[src/rtl/ttgpd_pkg.sv]
// Package for the glyph point decoder: payload structs, phase codes, flag bits.
// No dependencies.
`timescale 1ns / 1ps
package ttgpd_pkg;

  localparam int MAX_POINTS_DEF = 32;
  localparam logic [14:0] UPEM_RESET = 15'd2048;

  typedef struct packed {
    logic              action;
    logic [7:0]        data_byte;
    logic [5:0]        point_total;
    logic signed [15:0] x_start;
  } in_item_t;

  typedef struct packed {
    logic [4:0]         point_index;
    logic               axis;
    logic signed [31:0] coord_value;
    logic               on_curve;
    logic               last;
  } out_item_t;

  typedef enum logic [1:0] {
    PH_IDLE  = 2'd0,
    PH_FLAGS = 2'd1,
    PH_X     = 2'd2,
    PH_Y     = 2'd3
  } phase_t;

  localparam logic ACT_START = 1'b0;

  // flag bit positions
  localparam int FB_ON     = 0;
  localparam int FB_XSHORT = 1;
  localparam int FB_YSHORT = 2;
  localparam int FB_REPEAT = 3;
  localparam int FB_XSAME  = 4;
  localparam int FB_YSAME  = 5;

  // request to the scaling unit
  typedef struct packed {
    logic [15:0] coord;
    logic        negate;
  } scale_req_t;

endpackage

[src/rtl/ttgpd_ram.sv]
// Generic single-port-write, single-port-read RAM with registered read.
// No dependencies.
`timescale 1ns / 1ps
module ttgpd_ram #(
  parameter int WIDTH = 6,
  parameter int DEPTH = 32
) (
  input  logic                     clk,
  input  logic                     we,
  input  logic [$clog2(DEPTH)-1:0] waddr,
  input  logic [WIDTH-1:0]         wdata,
  input  logic [$clog2(DEPTH)-1:0] raddr,
  output logic [WIDTH-1:0]         rdata
);
  logic [WIDTH-1:0] mem [DEPTH];

  // write and registered read
  always_ff @(posedge clk) begin
    if (we) begin
      mem[waddr] <= wdata;
    end
    rdata <= mem[raddr];
  end
endmodule

[src/rtl/ttgpd_scale.sv]
// Iterative signed scaler: coord*65536/upem, truncated, with negation and saturation.
// Depends on ttgpd_pkg.
`timescale 1ns / 1ps
module ttgpd_scale (
  input  logic                    clk,
  input  logic                    rst_n,
  input  logic                    start,
  input  ttgpd_pkg::scale_req_t   req,
  input  logic [14:0]             upem,
  output logic                    busy,
  output logic                    done,
  output logic [31:0]             result
);
  import ttgpd_pkg::*;

  logic [31:0] rem_r, rem_nxt;      // dividend shifted out, quotient in
  logic [15:0] part_r, part_nxt;    // partial remainder
  logic [5:0]  cnt_r, cnt_nxt;
  logic        busy_r, busy_nxt;
  logic        neg_r, neg_nxt;      // final sign of quotient
  logic        zdiv_r, zdiv_nxt;
  logic        cneg_r, cneg_nxt;
  logic        done_r, done_nxt;
  logic [31:0] res_r, res_nxt;
  logic [15:0] mag;
  logic [16:0] trial;
  logic [16:0] diff;
  logic [32:0] sq;

  assign mag   = req.coord[15] ? (16'd0 - req.coord) : req.coord;
  assign trial = {part_r, rem_r[31]};
  assign diff  = trial - {2'b00, upem};

  // one quotient bit per cycle
  always_comb begin
    rem_nxt  = rem_r;
    part_nxt = part_r;
    cnt_nxt  = cnt_r;
    busy_nxt = busy_r;
    neg_nxt  = neg_r;
    zdiv_nxt = zdiv_r;
    cneg_nxt = cneg_r;
    done_nxt = 1'b0;
    res_nxt  = res_r;
    sq       = '0;
    if (start) begin
      rem_nxt  = {mag, 16'd0};
      part_nxt = '0;
      cnt_nxt  = 6'd32;
      busy_nxt = 1'b1;
      cneg_nxt = req.coord[15];
      neg_nxt  = req.coord[15] ^ req.negate;
      zdiv_nxt = (upem == 15'd0);
    end else if (busy_r) begin
      if (cnt_r != 6'd0) begin
        if (!diff[16]) begin
          part_nxt = diff[15:0];
          rem_nxt  = {rem_r[30:0], 1'b1};
        end else begin
          part_nxt = trial[15:0];
          rem_nxt  = {rem_r[30:0], 1'b0};
        end
        cnt_nxt = cnt_r - 6'd1;
      end else begin
        busy_nxt = 1'b0;
        done_nxt = 1'b1;
        if (zdiv_r) begin
          // zero divisor: saturate by sign of coordinate, then negate
          if (neg_nxt == cneg_r) begin
            res_nxt = cneg_r ? 32'h8000_0000 : 32'h7FFF_FFFF;
          end else begin
            res_nxt = cneg_r ? 32'h7FFF_FFFF : 32'h8000_0001;
          end
        end else begin
          sq = neg_r ? (33'd0 - {1'b0, rem_r}) : {1'b0, rem_r};
          if (!neg_r && rem_r[31]) begin
            res_nxt = 32'h7FFF_FFFF;
          end else begin
            res_nxt = sq[31:0];
          end
        end
      end
    end
  end

  // reset control state; datapath registers are not reset
  always_ff @(posedge clk) begin
    if (!rst_n) begin
      busy_r <= 1'b0;
      done_r <= 1'b0;
      cnt_r  <= '0;
    end else begin
      busy_r <= busy_nxt;
      done_r <= done_nxt;
      cnt_r  <= cnt_nxt;
    end
    rem_r  <= rem_nxt;
    part_r <= part_nxt;
    neg_r  <= neg_nxt;
    zdiv_r <= zdiv_nxt;
    cneg_r <= cneg_nxt;
    res_r  <= res_nxt;
  end

  assign busy   = busy_r;
  assign done   = done_r;
  assign result = res_r;
endmodule

[src/rtl/truetype_glyph_point_decoder_top.sv]
// Top level of the glyph point decoder: byte sequencer around the flag RAM
// and the iterative scaler. Depends on ttgpd_pkg, ttgpd_ram, ttgpd_scale.
`timescale 1ns / 1ps
// Usage:
//   in_valid/in_ready carry one item: a start (action 0) with point_total and
//   x_start, or one glyph data byte (action 1). Flags are stored in a 32-entry
//   RAM; coordinate bytes read the current flag back from it.
//   out_valid/out_ready carry one coordinate result; a glyph yields one x and
//   one y result per point, the final y with last set.
//   Flow: a start or flag byte is handled in the wait state itself, the last
//   flag starting the x pass; a repeat count byte copies the held flag into
//   the following entries. A byte that completes a coordinate passes the flag
//   read, the evaluation and the one bit per cycle divider before out_valid
//   rises; the next byte is taken only after that result enters the output
//   register. Points needing no byte follow one another through the divider.
//   Reset: synchronous on rst_n low; units_per_em returns to 2048 and the
//   block goes idle. The flag RAM is not cleared.
//   Stall: a result waits in the output register while out_ready is low; the
//   sequencer goes on taking items until the next result is ready, then holds
//   and takes no further item until the register frees.
//   cfg_we writes units_per_em at once; write only while the block is idle.
module truetype_glyph_point_decoder_top #(
  parameter int MAX_POINTS = ttgpd_pkg::MAX_POINTS_DEF
) (
  input  logic                 clk,
  input  logic                 rst_n,
  input  logic                 in_valid,
  output logic                 in_ready,
  input  ttgpd_pkg::in_item_t  in_data,
  output logic                 out_valid,
  input  logic                 out_ready,
  output ttgpd_pkg::out_item_t out_data,
  input  logic                 cfg_we,
  input  logic [14:0]          cfg_data
);
  import ttgpd_pkg::*;

  localparam int AW = $clog2(MAX_POINTS);
  localparam logic [5:0] MAXP = 6'(MAX_POINTS);

  typedef enum logic [5:0] {
    S_IN    = 6'b000001,  // wait for an item
    S_RD    = 6'b000010,  // flag read in flight
    S_EVAL  = 6'b000100,  // decide what the current point needs
    S_RPT   = 6'b001000,  // copy repeated flag
    S_DIV   = 6'b010000,  // divider running
    S_OUT   = 6'b100000   // result waiting
  } st_t;

  st_t         st_r, st_nxt;
  phase_t      ph_r, ph_nxt;
  logic [5:0]  cur_r, cur_nxt;
  logic [5:0]  lim_r, lim_nxt;
  logic        rpend_r, rpend_nxt;
  logic [5:0]  held_r, held_nxt;
  logic [8:0]  hb_r, hb_nxt;
  logic [15:0] acc_r, acc_nxt;
  logic [7:0]  rcnt_r, rcnt_nxt;
  logic [14:0] upem_r;
  logic        pend_r, pend_nxt;   // coordinate byte waits to be applied
  logic [7:0]  byte_r, byte_nxt;
  out_item_t   ob_r, ob_nxt;
  logic        ov_r, ov_nxt;

  logic          we;
  logic [AW-1:0] waddr, raddr;
  logic [5:0]    wdata, rdata;
  logic          dstart, dbusy, ddone;
  logic [31:0]   dres;
  scale_req_t    dreq;
  logic          acc_in;
  logic          is_y;
  logic [1:0]    need;
  logic          same;

  ttgpd_ram #(.WIDTH(6), .DEPTH(MAX_POINTS)) u_flags (
    .clk(clk), .we(we), .waddr(waddr), .wdata(wdata), .raddr(raddr), .rdata(rdata)
  );

  ttgpd_scale u_scale (
    .clk(clk), .rst_n(rst_n), .start(dstart), .req(dreq), .upem(upem_r),
    .busy(dbusy), .done(ddone), .result(dres)
  );

  assign in_ready  = (st_r == S_IN);
  assign acc_in    = in_valid && in_ready;
  assign out_valid = ov_r;
  assign out_data  = ob_r;
  assign raddr     = cur_r[AW-1:0];
  assign is_y      = (ph_r == PH_Y);
  assign same      = is_y ? rdata[FB_YSAME] : rdata[FB_XSAME];
  assign dreq.coord  = acc_r;
  assign dreq.negate = is_y;

  always_comb begin
    if (is_y ? rdata[FB_YSHORT] : rdata[FB_XSHORT]) begin
      need = 2'd1;
    end else if (same) begin
      need = 2'd0;
    end else begin
      need = 2'd2;
    end
  end

  // sequencer
  always_comb begin
    st_nxt = st_r; ph_nxt = ph_r; cur_nxt = cur_r; lim_nxt = lim_r;
    rpend_nxt = rpend_r; held_nxt = held_r; hb_nxt = hb_r; acc_nxt = acc_r;
    rcnt_nxt = rcnt_r; pend_nxt = pend_r; byte_nxt = byte_r;
    ob_nxt = ob_r; ov_nxt = ov_r;
    we = 1'b0; waddr = cur_r[AW-1:0]; wdata = '0; dstart = 1'b0;
    if (ov_r && out_ready) begin
      ov_nxt = 1'b0;
    end
    case (st_r)
      S_IN: begin
        if (acc_in) begin
          if (in_data.action == ACT_START) begin
            lim_nxt   = (in_data.point_total > MAXP) ? MAXP : in_data.point_total;
            cur_nxt   = '0;
            rpend_nxt = 1'b0;
            held_nxt  = '0;
            hb_nxt    = '0;
            acc_nxt   = in_data.x_start;
            ph_nxt    = (in_data.point_total == 6'd0) ? PH_IDLE : PH_FLAGS;
          end else if (ph_r == PH_FLAGS) begin
            if (rpend_r) begin
              rcnt_nxt  = in_data.data_byte;
              rpend_nxt = 1'b0;
              st_nxt    = S_RPT;
            end else begin
              we      = (cur_r < MAXP);
              wdata   = in_data.data_byte[5:0];
              cur_nxt = cur_r + 6'd1;
              if (in_data.data_byte[FB_REPEAT]) begin
                rpend_nxt = 1'b1;
                held_nxt  = in_data.data_byte[5:0];
              end else if (cur_r + 6'd1 >= lim_r) begin
                ph_nxt  = PH_X;
                cur_nxt = '0;
                hb_nxt  = '0;
                st_nxt  = S_RD;
              end
            end
          end else if (ph_r == PH_X || ph_r == PH_Y) begin
            pend_nxt = 1'b1;
            byte_nxt = in_data.data_byte;
            st_nxt   = S_RD;
          end
        end
      end
      S_RPT: begin
        if (rcnt_r != 8'd0 && cur_r < lim_r) begin
          we       = 1'b1;
          wdata    = held_r;
          cur_nxt  = cur_r + 6'd1;
          rcnt_nxt = rcnt_r - 8'd1;
        end else if (cur_r >= lim_r) begin
          ph_nxt  = PH_X;
          cur_nxt = '0;
          hb_nxt  = '0;
          st_nxt  = S_RD;
        end else begin
          st_nxt = S_IN;
        end
      end
      S_RD: st_nxt = S_EVAL;
      S_EVAL: begin
        // apply or store a waiting byte, emit a point that needs none, or wait for a byte
        if (need == 2'd0) begin
          pend_nxt = 1'b0;
          if (!pend_r || ph_r == PH_X || ph_r == PH_Y) begin
            dstart = 1'b1;
            st_nxt = S_DIV;
          end
        end else if (!pend_r) begin
          st_nxt = S_IN;
        end else if (need == 2'd1) begin
          pend_nxt = 1'b0;
          acc_nxt  = same ? (acc_r + {8'd0, byte_r}) : (acc_r - {8'd0, byte_r});
          st_nxt   = S_DIV;
        end else if (!hb_r[8]) begin
          pend_nxt = 1'b0;
          hb_nxt   = {1'b1, byte_r};
          st_nxt   = S_IN;
        end else begin
          pend_nxt = 1'b0;
          acc_nxt  = acc_r + {hb_r[7:0], byte_r};
          st_nxt   = S_DIV;
        end
        if (need != 2'd0 && pend_r && !(need == 2'd2 && !hb_r[8])) begin
          st_nxt = S_DIV;
        end
      end
      S_DIV: begin
        if (!dbusy && !ddone && !dstart) begin
          dstart = 1'b1;
        end
        if (ddone) begin
          st_nxt = S_OUT;
        end
      end
      S_OUT: begin
        if (!ov_r || out_ready) begin
          ov_nxt = 1'b1;
          ob_nxt.point_index = cur_r[4:0];
          ob_nxt.axis        = is_y;
          ob_nxt.coord_value = dres;
          ob_nxt.on_curve    = is_y ? rdata[FB_ON] : 1'b0;
          ob_nxt.last        = is_y && (cur_r + 6'd1 >= lim_r);
          hb_nxt  = '0;
          cur_nxt = cur_r + 6'd1;
          st_nxt  = S_RD;
          if (cur_r + 6'd1 >= lim_r) begin
            cur_nxt = '0;
            if (is_y) begin
              ph_nxt = PH_IDLE;
              st_nxt = S_IN;
            end else begin
              ph_nxt = PH_Y;
              acc_nxt = '0;
            end
          end
        end
      end
      default: st_nxt = S_IN;
    endcase
  end

  // state registers
  always_ff @(posedge clk) begin
    if (!rst_n) begin
      st_r    <= S_IN;
      ph_r    <= PH_IDLE;
      cur_r   <= '0;
      lim_r   <= '0;
      rpend_r <= 1'b0;
      held_r  <= '0;
      hb_r    <= '0;
      acc_r   <= '0;
      rcnt_r  <= '0;
      pend_r  <= 1'b0;
      ov_r    <= 1'b0;
      upem_r  <= UPEM_RESET;
    end else begin
      st_r    <= st_nxt;
      ph_r    <= ph_nxt;
      cur_r   <= cur_nxt;
      lim_r   <= lim_nxt;
      rpend_r <= rpend_nxt;
      held_r  <= held_nxt;
      hb_r    <= hb_nxt;
      acc_r   <= acc_nxt;
      rcnt_r  <= rcnt_nxt;
      pend_r  <= pend_nxt;
      ov_r    <= ov_nxt;
      if (cfg_we) begin
        upem_r <= cfg_data;
      end
    end
    byte_r <= byte_nxt;
    ob_r   <= ob_nxt;
  end

  // checks
  a_st_onehot: assert property (@(posedge clk) disable iff (!rst_n) $onehot(st_r))
    else $error("sequencer state not one-hot");
  a_cur_lim: assert property (@(posedge clk) disable iff (!rst_n)
    (ph_r == PH_X || ph_r == PH_Y) |-> (cur_r < lim_r))
    else $error("point cursor beyond limit");
  a_out_hold: assert property (@(posedge clk) disable iff (!rst_n)
    (ov_r && !out_ready) |=> (ov_r && $stable(ob_r)))
    else $error("result changed while stalled");
endmodule
[config.mk]
export PLATFORM = sky130hd
export DESIGN_NAME = truetype_glyph_point_decoder_top
export DESIGN_NICKNAME = d
export VERILOG_FILES = /design/src/rtl/ttgpd_pkg.sv /design/src/rtl/ttgpd_ram.sv /design/src/rtl/ttgpd_scale.sv /design/src/rtl/truetype_glyph_point_decoder_top.sv
export SDC_FILE = /design/constraint.sdc
export NUM_CORES = 1
export LEC_CHECK = 0
export ABC_AREA = 1
export BUFFER_PORTS_ARGS = -buffer_cell sky130_fd_sc_hd__buf_2
export CORE_MARGIN = 1.5
export CORE_UTILIZATION = 60
export CTS_CLUSTER_DIAMETER = 120
export CTS_CLUSTER_SIZE = 12
export DETAILED_ROUTE_END_ITERATION = 7
export PLACE_DENSITY_LB_ADDON = 0.3
export SLEW_MARGIN = 20
export SYNTH_ARGS = -nofsm -noshare
export SYNTH_HDL_FRONTEND = slang
export SYNTH_HIERARCHICAL = 1
export SYNTH_SLANG_ARGS = --single-unit
[constraint.sdc]
create_clock -name clk -period 4.8 [get_ports clk]
set_clock_uncertainty 0.1 [all_clocks]
set_input_delay 0.24 -clock clk [delete_from_list [all_inputs] [get_ports clk]]
set_output_delay 0.24 -clock clk [all_outputs]
set_load 0.01 [all_outputs]
# == Yosys cells after proc, flatten, opt, wreduce, memory -nomap -nowiden ==
# Memories as Yosys holds them, arrays and structs flattened. A register that Yosys moved wholly into a read port is not among the register bits.
# Cells that the tools add are included.
# word_totals
n_memories,1
latch_bits,0
regBits,216
out_inout_bits,42
mem_bits_ro,0
mem_bits_rw,192
# memory_table
memory,words,word_bits,read_ports,rd_clocked_by_memory_dff,wr,line_no,rtl
u_flags.mem,32,6,1,1,1,ttgpd_ram.sv:15,logic [WIDTH-1:0] mem [DEPTH];
# classes
n_eq_ne,43
n_addsub,9
mul,0
n_div,0
n_reduce_logical,51
shift,0
mux,132
n_bitwise,7
n_lt_le_gt_ge,5
# op_table
op,n
32-bit 2-to-1 mux,9
6-bit 2-to-1 mux,35
16-bit 2-to-1 mux,12
9-bit 2-to-1 mux,12
8-bit 2-to-1 mux,6
16-bit one-hot mux with 3 select lines,1
6-bit one-hot mux with 6 select lines,1
9-bit one-hot mux with 4 select lines,1
2-bit 2-to-1 mux,16
"1-bit by 32-bit subtractor with 32-bit output, first input constant",1
1-bit 2-to-1 mux,29
"2-bit != test, second input constant",14
6-bit one-hot mux with 3 select lines,1
9-bit AND reduction,2
17-bit by 15-bit subtractor with 17-bit output,1
16-bit adder,1
16-bit by 8-bit adder with 16-bit output,1
8-bit one-hot mux with 2 select lines,1
"1-bit by 16-bit subtractor with 16-bit output, first input constant",1
16-bit by 8-bit subtractor with 16-bit output,1
15-bit zero test,1
5-bit 2-to-1 mux,3
5-bit AND reduction,3
"2-bit by 1-bit != test with 1-bit output, second input constant",7
other kinds (44),87

# == Longest topological paths before layout ==
# depth
ltp_word,10
mapped_depth,23
ltp_nobuf,21

# == By module ==
# Netlist, hierarchy kept.
# by_module_without_submodules
module,seq_area_each_um2,cells_per_inst,instances,area_per_inst_um2
ttgpd_ram,5885.6,704,1,8077.7
truetype_glyph_point_decoder_top,2982.9,1007,1,7184.4
ttgpd_scale,2332.2,859,1,5985.7

# == Worst setup path before layout ==
# No wires, ideal clock.
# synth_timing
path_kind,register to register
start,register ph_r[1]
end,"register u_scale.res_r[0] (netlist: u_scale/result[0]), enable pin"
setup_ns,0.461
stages_incl_launch_ff,10
setup_slack_ns,0.653
arrival_time_ns,3.586
synth_period_minus_slack_ns,4.147
cell_sequence,dfxtp_1 -> buf_4 -> nand2_2 -> nand2_1 -> nand2_1 -> nor2_1 -> nand2_1 -> o22ai_1 -> clkbuf_1 -> nor3_1
# synth_between
elab_chain_cells,9
word_cells_on_any_way,14
cone_classes,2 x eq/ne; 7 x mux; 1 x bitwise; 4 x reduce/logical
# synth_rtl
element,line_no,rtl
"start, declared",truetype_glyph_point_decoder_top.sv:51,"phase_t ph_r, ph_nxt;"
"start signal, assigned",truetype_glyph_point_decoder_top.sv:247,ph_r <= ph_nxt;
2-bit == test,"truetype_glyph_point_decoder_top.sv:90, truetype_glyph_point_decoder_top.sv:172",
1-bit 2-to-1 mux,truetype_glyph_point_decoder_top.sv:91,assign same = is_y ? rdata[FB_YSAME] : rdata[FB_XSAME];
2-bit 2-to-1 mux,truetype_glyph_point_decoder_top.sv:98,end else if (same) begin
2-bit 2-to-1 mux,truetype_glyph_point_decoder_top.sv:96,if (is_y ? rdata[FB_YSHORT] : rdata[FB_XSHORT]) begin
2-bit zero test,truetype_glyph_point_decoder_top.sv:170,if (need == 2'd0) begin
1-bit 2-to-1 mux *,truetype_glyph_point_decoder_top.sv:170,
1-bit one-hot mux with 2 select lines *,truetype_glyph_point_decoder_top.sv:115,case (st_r)
named net dstart,truetype_glyph_point_decoder_top.sv:68,"logic dstart, dbusy, ddone;"
1-bit inverter (no line) *,--,
3-bit AND reduction (no line) *,--,
"end signal, assigned",ttgpd_scale.sv:102,res_r <= res_nxt;
"end, declared",ttgpd_scale.sv:24,"logic [31:0] res_r, res_nxt;"
# The timed path passes the listed nets; every way through them passes the cells marked *.
# A chain may end at the register's enable or synchronous reset.

# == Final worst setup path ==
# layout_timing
start,register st_r[5]
end,"memory u_flags.mem[17][4], enable pin"
# layout_between
elab_chain_cells,6
word_cells_on_any_way,7
cone_classes,2 x eq/ne; 4 x mux; 1 x reduce/logical
# layout_rtl
element,line_no,rtl
"start, declared",truetype_glyph_point_decoder_top.sv:50,"st_t st_r, st_nxt;"
"start signal, assigned",truetype_glyph_point_decoder_top.sv:246,st_r <= st_nxt;
6-bit by 1-bit == test with 1-bit output,"truetype_glyph_point_decoder_top.sv:85, truetype_glyph_point_decoder_top.sv:115",
1-bit logical AND,truetype_glyph_point_decoder_top.sv:86,assign acc_in = in_valid && in_ready;
1-bit 2-to-1 mux,truetype_glyph_point_decoder_top.sv:117,if (acc_in) begin
1-bit one-hot mux with 2 select lines *,truetype_glyph_point_decoder_top.sv:115,
named net we,truetype_glyph_point_decoder_top.sv:65,logic we;
1-bit 2-to-1 mux *,ttgpd_ram.sv:19,if (we) begin
1-bit 2-to-1 mux (implied by the code) *,ttgpd_ram.sv:20,mem[waddr] <= wdata;
"end, declared",ttgpd_ram.sv:15,
# Marked as above.

==> results.md <==
* Final TNS setup at 0 ps
* Antenna diodes at 0
* Max-cap violations at 0
* Setup violators final at 0
* DR WL/cell at 16.0 um
* Root Buffer: clkbuf_16
* CTS tree: yes
* CTS clk-pin slew, worst paths at 70 ps
* Critical path required time at 4880 ps
* DR DRC count at 1
* Post-CTS Hold Buffers at 48
* Cell row count at 66
* Worst slew pin tran at 1090 ps
* Synth warn at 6
* Power Dens Cells at 456 nW/um2
* CTS-repair resized insts at 0
* Arrival @ worst endpoint at 3800 ps
* Post-CTS setup repair buffer count at 0
* Antenna viol nets, final at 0
* RD Place Congestion at 0.991
* Global Route Usage Sum at 28.8%
* Final worst-path cycle share at 77.6%
* Combinational share of power at 33.4%
* Hold Slack at 26.0 ps
* Average cell area after synthesis at 8.09 um2
* DIE AREA at 34300 um2
* I/O Buffers at 92
* Final Hold Fails at 0
* Slew Viols, Final at 0
* GRT overflow at 0
* Failing checks: DRC
* Rel. slew slack at 27.0%
* Clk_lat worst skew at 540 ps
* Antenna violations before repair at 0
* Die X at 185 um
* Switching part of the total at 37.4%
* Num ports at 93
* Final Core Density at 68.1%
* Core ar. at 32600 um2
* Vias in the first global route at 15800
* Clock Tree Buf Depth at 3
* Worst setup SP type: flip-flop
* Leak at 0.00959 uW
* Initial core utilization at 61.1%
* First-pass GRT wire length at 78300 um
* Finished Layout Cells at 3040
* Outcome: finished with violations
* Final min period at 3730 ps
* Largest net degree at the start of global routing at 87
* First-pass iteration count of the detailed router at 8
* Via Count at 17000
* Synthesis-to-finish area growth at 11.3%
* Fill cell count at 2605
* Fmax at 0.268 GHz
* DRT Wirelength at 48700 um
* Multi-input logic area at 8300 um2
* Height of the chip at 185 um
* Nets@finish at 2676
* Placed insts at 2925
* Peak supply drop at 0.298 mV
* CP Class: flip-flop to flip-flop
* Share of cells above drive strength 1 at 8.12%
* Mapped cell area at 19900 um2
* Worst-path fanout max at 12
* RSZ-0062 raised after global routing: false
* CTS buffer count at 37
* Routed vias/inst at 5.58
* Mapped Cells at 2464
* P_int at 6330 uW
* CTS HTree Levels at 2
* FF/Latch Area at 10200 um2
* Worst min-delay path category: input port to flip-flop
* Psw at 3780 uW
* 1st-iter DRT viols at 1743
* Half-perimeter wire length after placement at 32800 um
* Worst setup EP type: flip-flop
* Clock Sinks at 380
* Sequential Power Share at 40.0%
* Clock power share at 26.6%
* Synth Net Count at 2570
-- cells in the final DEF (no fill, tap or decap), types with 5 or more instances in the layout --
cell type,count
o211ai_1,10
dlygate4sd3_1,48
clkbuf_16,38
o21ai_0,94
xor2_1,14
inv_2,7
inv_1,263
nand3b_1,10
nand2_2,15
buf_2,92
nor2_1,267
xnor2_1,6
nand4_1,29
o22ai_1,24
a21oi_1,83
nor2_2,6
o21ai_1,6
dfxtp_1,120
buf_4,10
o21ai_4,5
edfxtp_1,259
clkbuf_1,26
nor3_1,21
or2_2,6
ha_1,53
and2_1,5
nor2_4,10
nand2_1,735
nand3_1,289
-- per-layer routing --
metal	GRT usage, %	part of all wire, %	vias to the layer above
met5	0	0	-
met4	9.46	2.5	0
met3	3.81	7.3	104
met2	47.3	46	697
met1	39.4	44	7822
li1	-	-	8328
-- critical path: stages (launching register included) --
cell and delay, ps:
dfxtp_1 350, nor2_4 250, nand3_1 430, nand2_2 290, nand4_1 120, buf_4 200
o21ai_0 470, nand3_1 600, nor2_1 560
-- state kept, by name, indices dropped and copies added (netlist names), 8 cells and up --
| name | count |
|---|---|
| out_data | 40 |
| hb_r | 9 |
| u_flags/mem | 160 |
| rcnt_r | 8 |
| u_scale/result | 32 |
| u_scale/part_r | 16 |
| acc_r | 16 |
| byte_r | 8 |
| u_scale/rem_r | 32 |
| upem_r | 15 |
-- power groups by stage --
stage	logic (uW)	registers (uW)	clock network [uW]
2_1_floorplan	2670	4020	0
3_3_place_gp	3180	4090	0
3_5_place_dp	3260	4100	0
4_1_cts	3320	4030	2730
5_1_grt	3820	4070	2860
6_report	3370	4040	2690
-- final timing paths --
kind	startpoint	to	slack, ps	cells past startpoint
worst min register to register	u_scale/result[25]$_DFFE_PP_	out_data[27]$_DFFE_PP_	310	0
worst min-delay path	in_valid	pend_r$_SDFFE_PN0P_	30	3
worst max register to register	st_r[5]$_SDFFE_PN0P_	u_flags/mem[17][4]$_DFFE_PP_	1070	8
worst max-delay path	st_r[5]$_SDFFE_PN0P_	u_flags/mem[17][4]$_DFFE_PP_	1070	8
-- layout make-up --
cell class	count	share of cell area (%)
Clock buffer	64	4.72
Clock inverter	3	0.169
Inverter	275	4.67
Multi-Input combinational cell	1726	37.4
Sequential cell	380	46.0
Tap cell	442	2.49
Timing Repair Buffer	150	4.58
-- metrics by stage --
stage	setup WS (ps)	total power, uW	cell area, um2
global route	810	10800	22200
CTS	1110	10100	22200
finish	1070	10100	22200
floorplan	653	6690	19900
global placement	1330	7270	20600
detailed placement	1190	7350	20600
(Power assumes the default switching activity.)
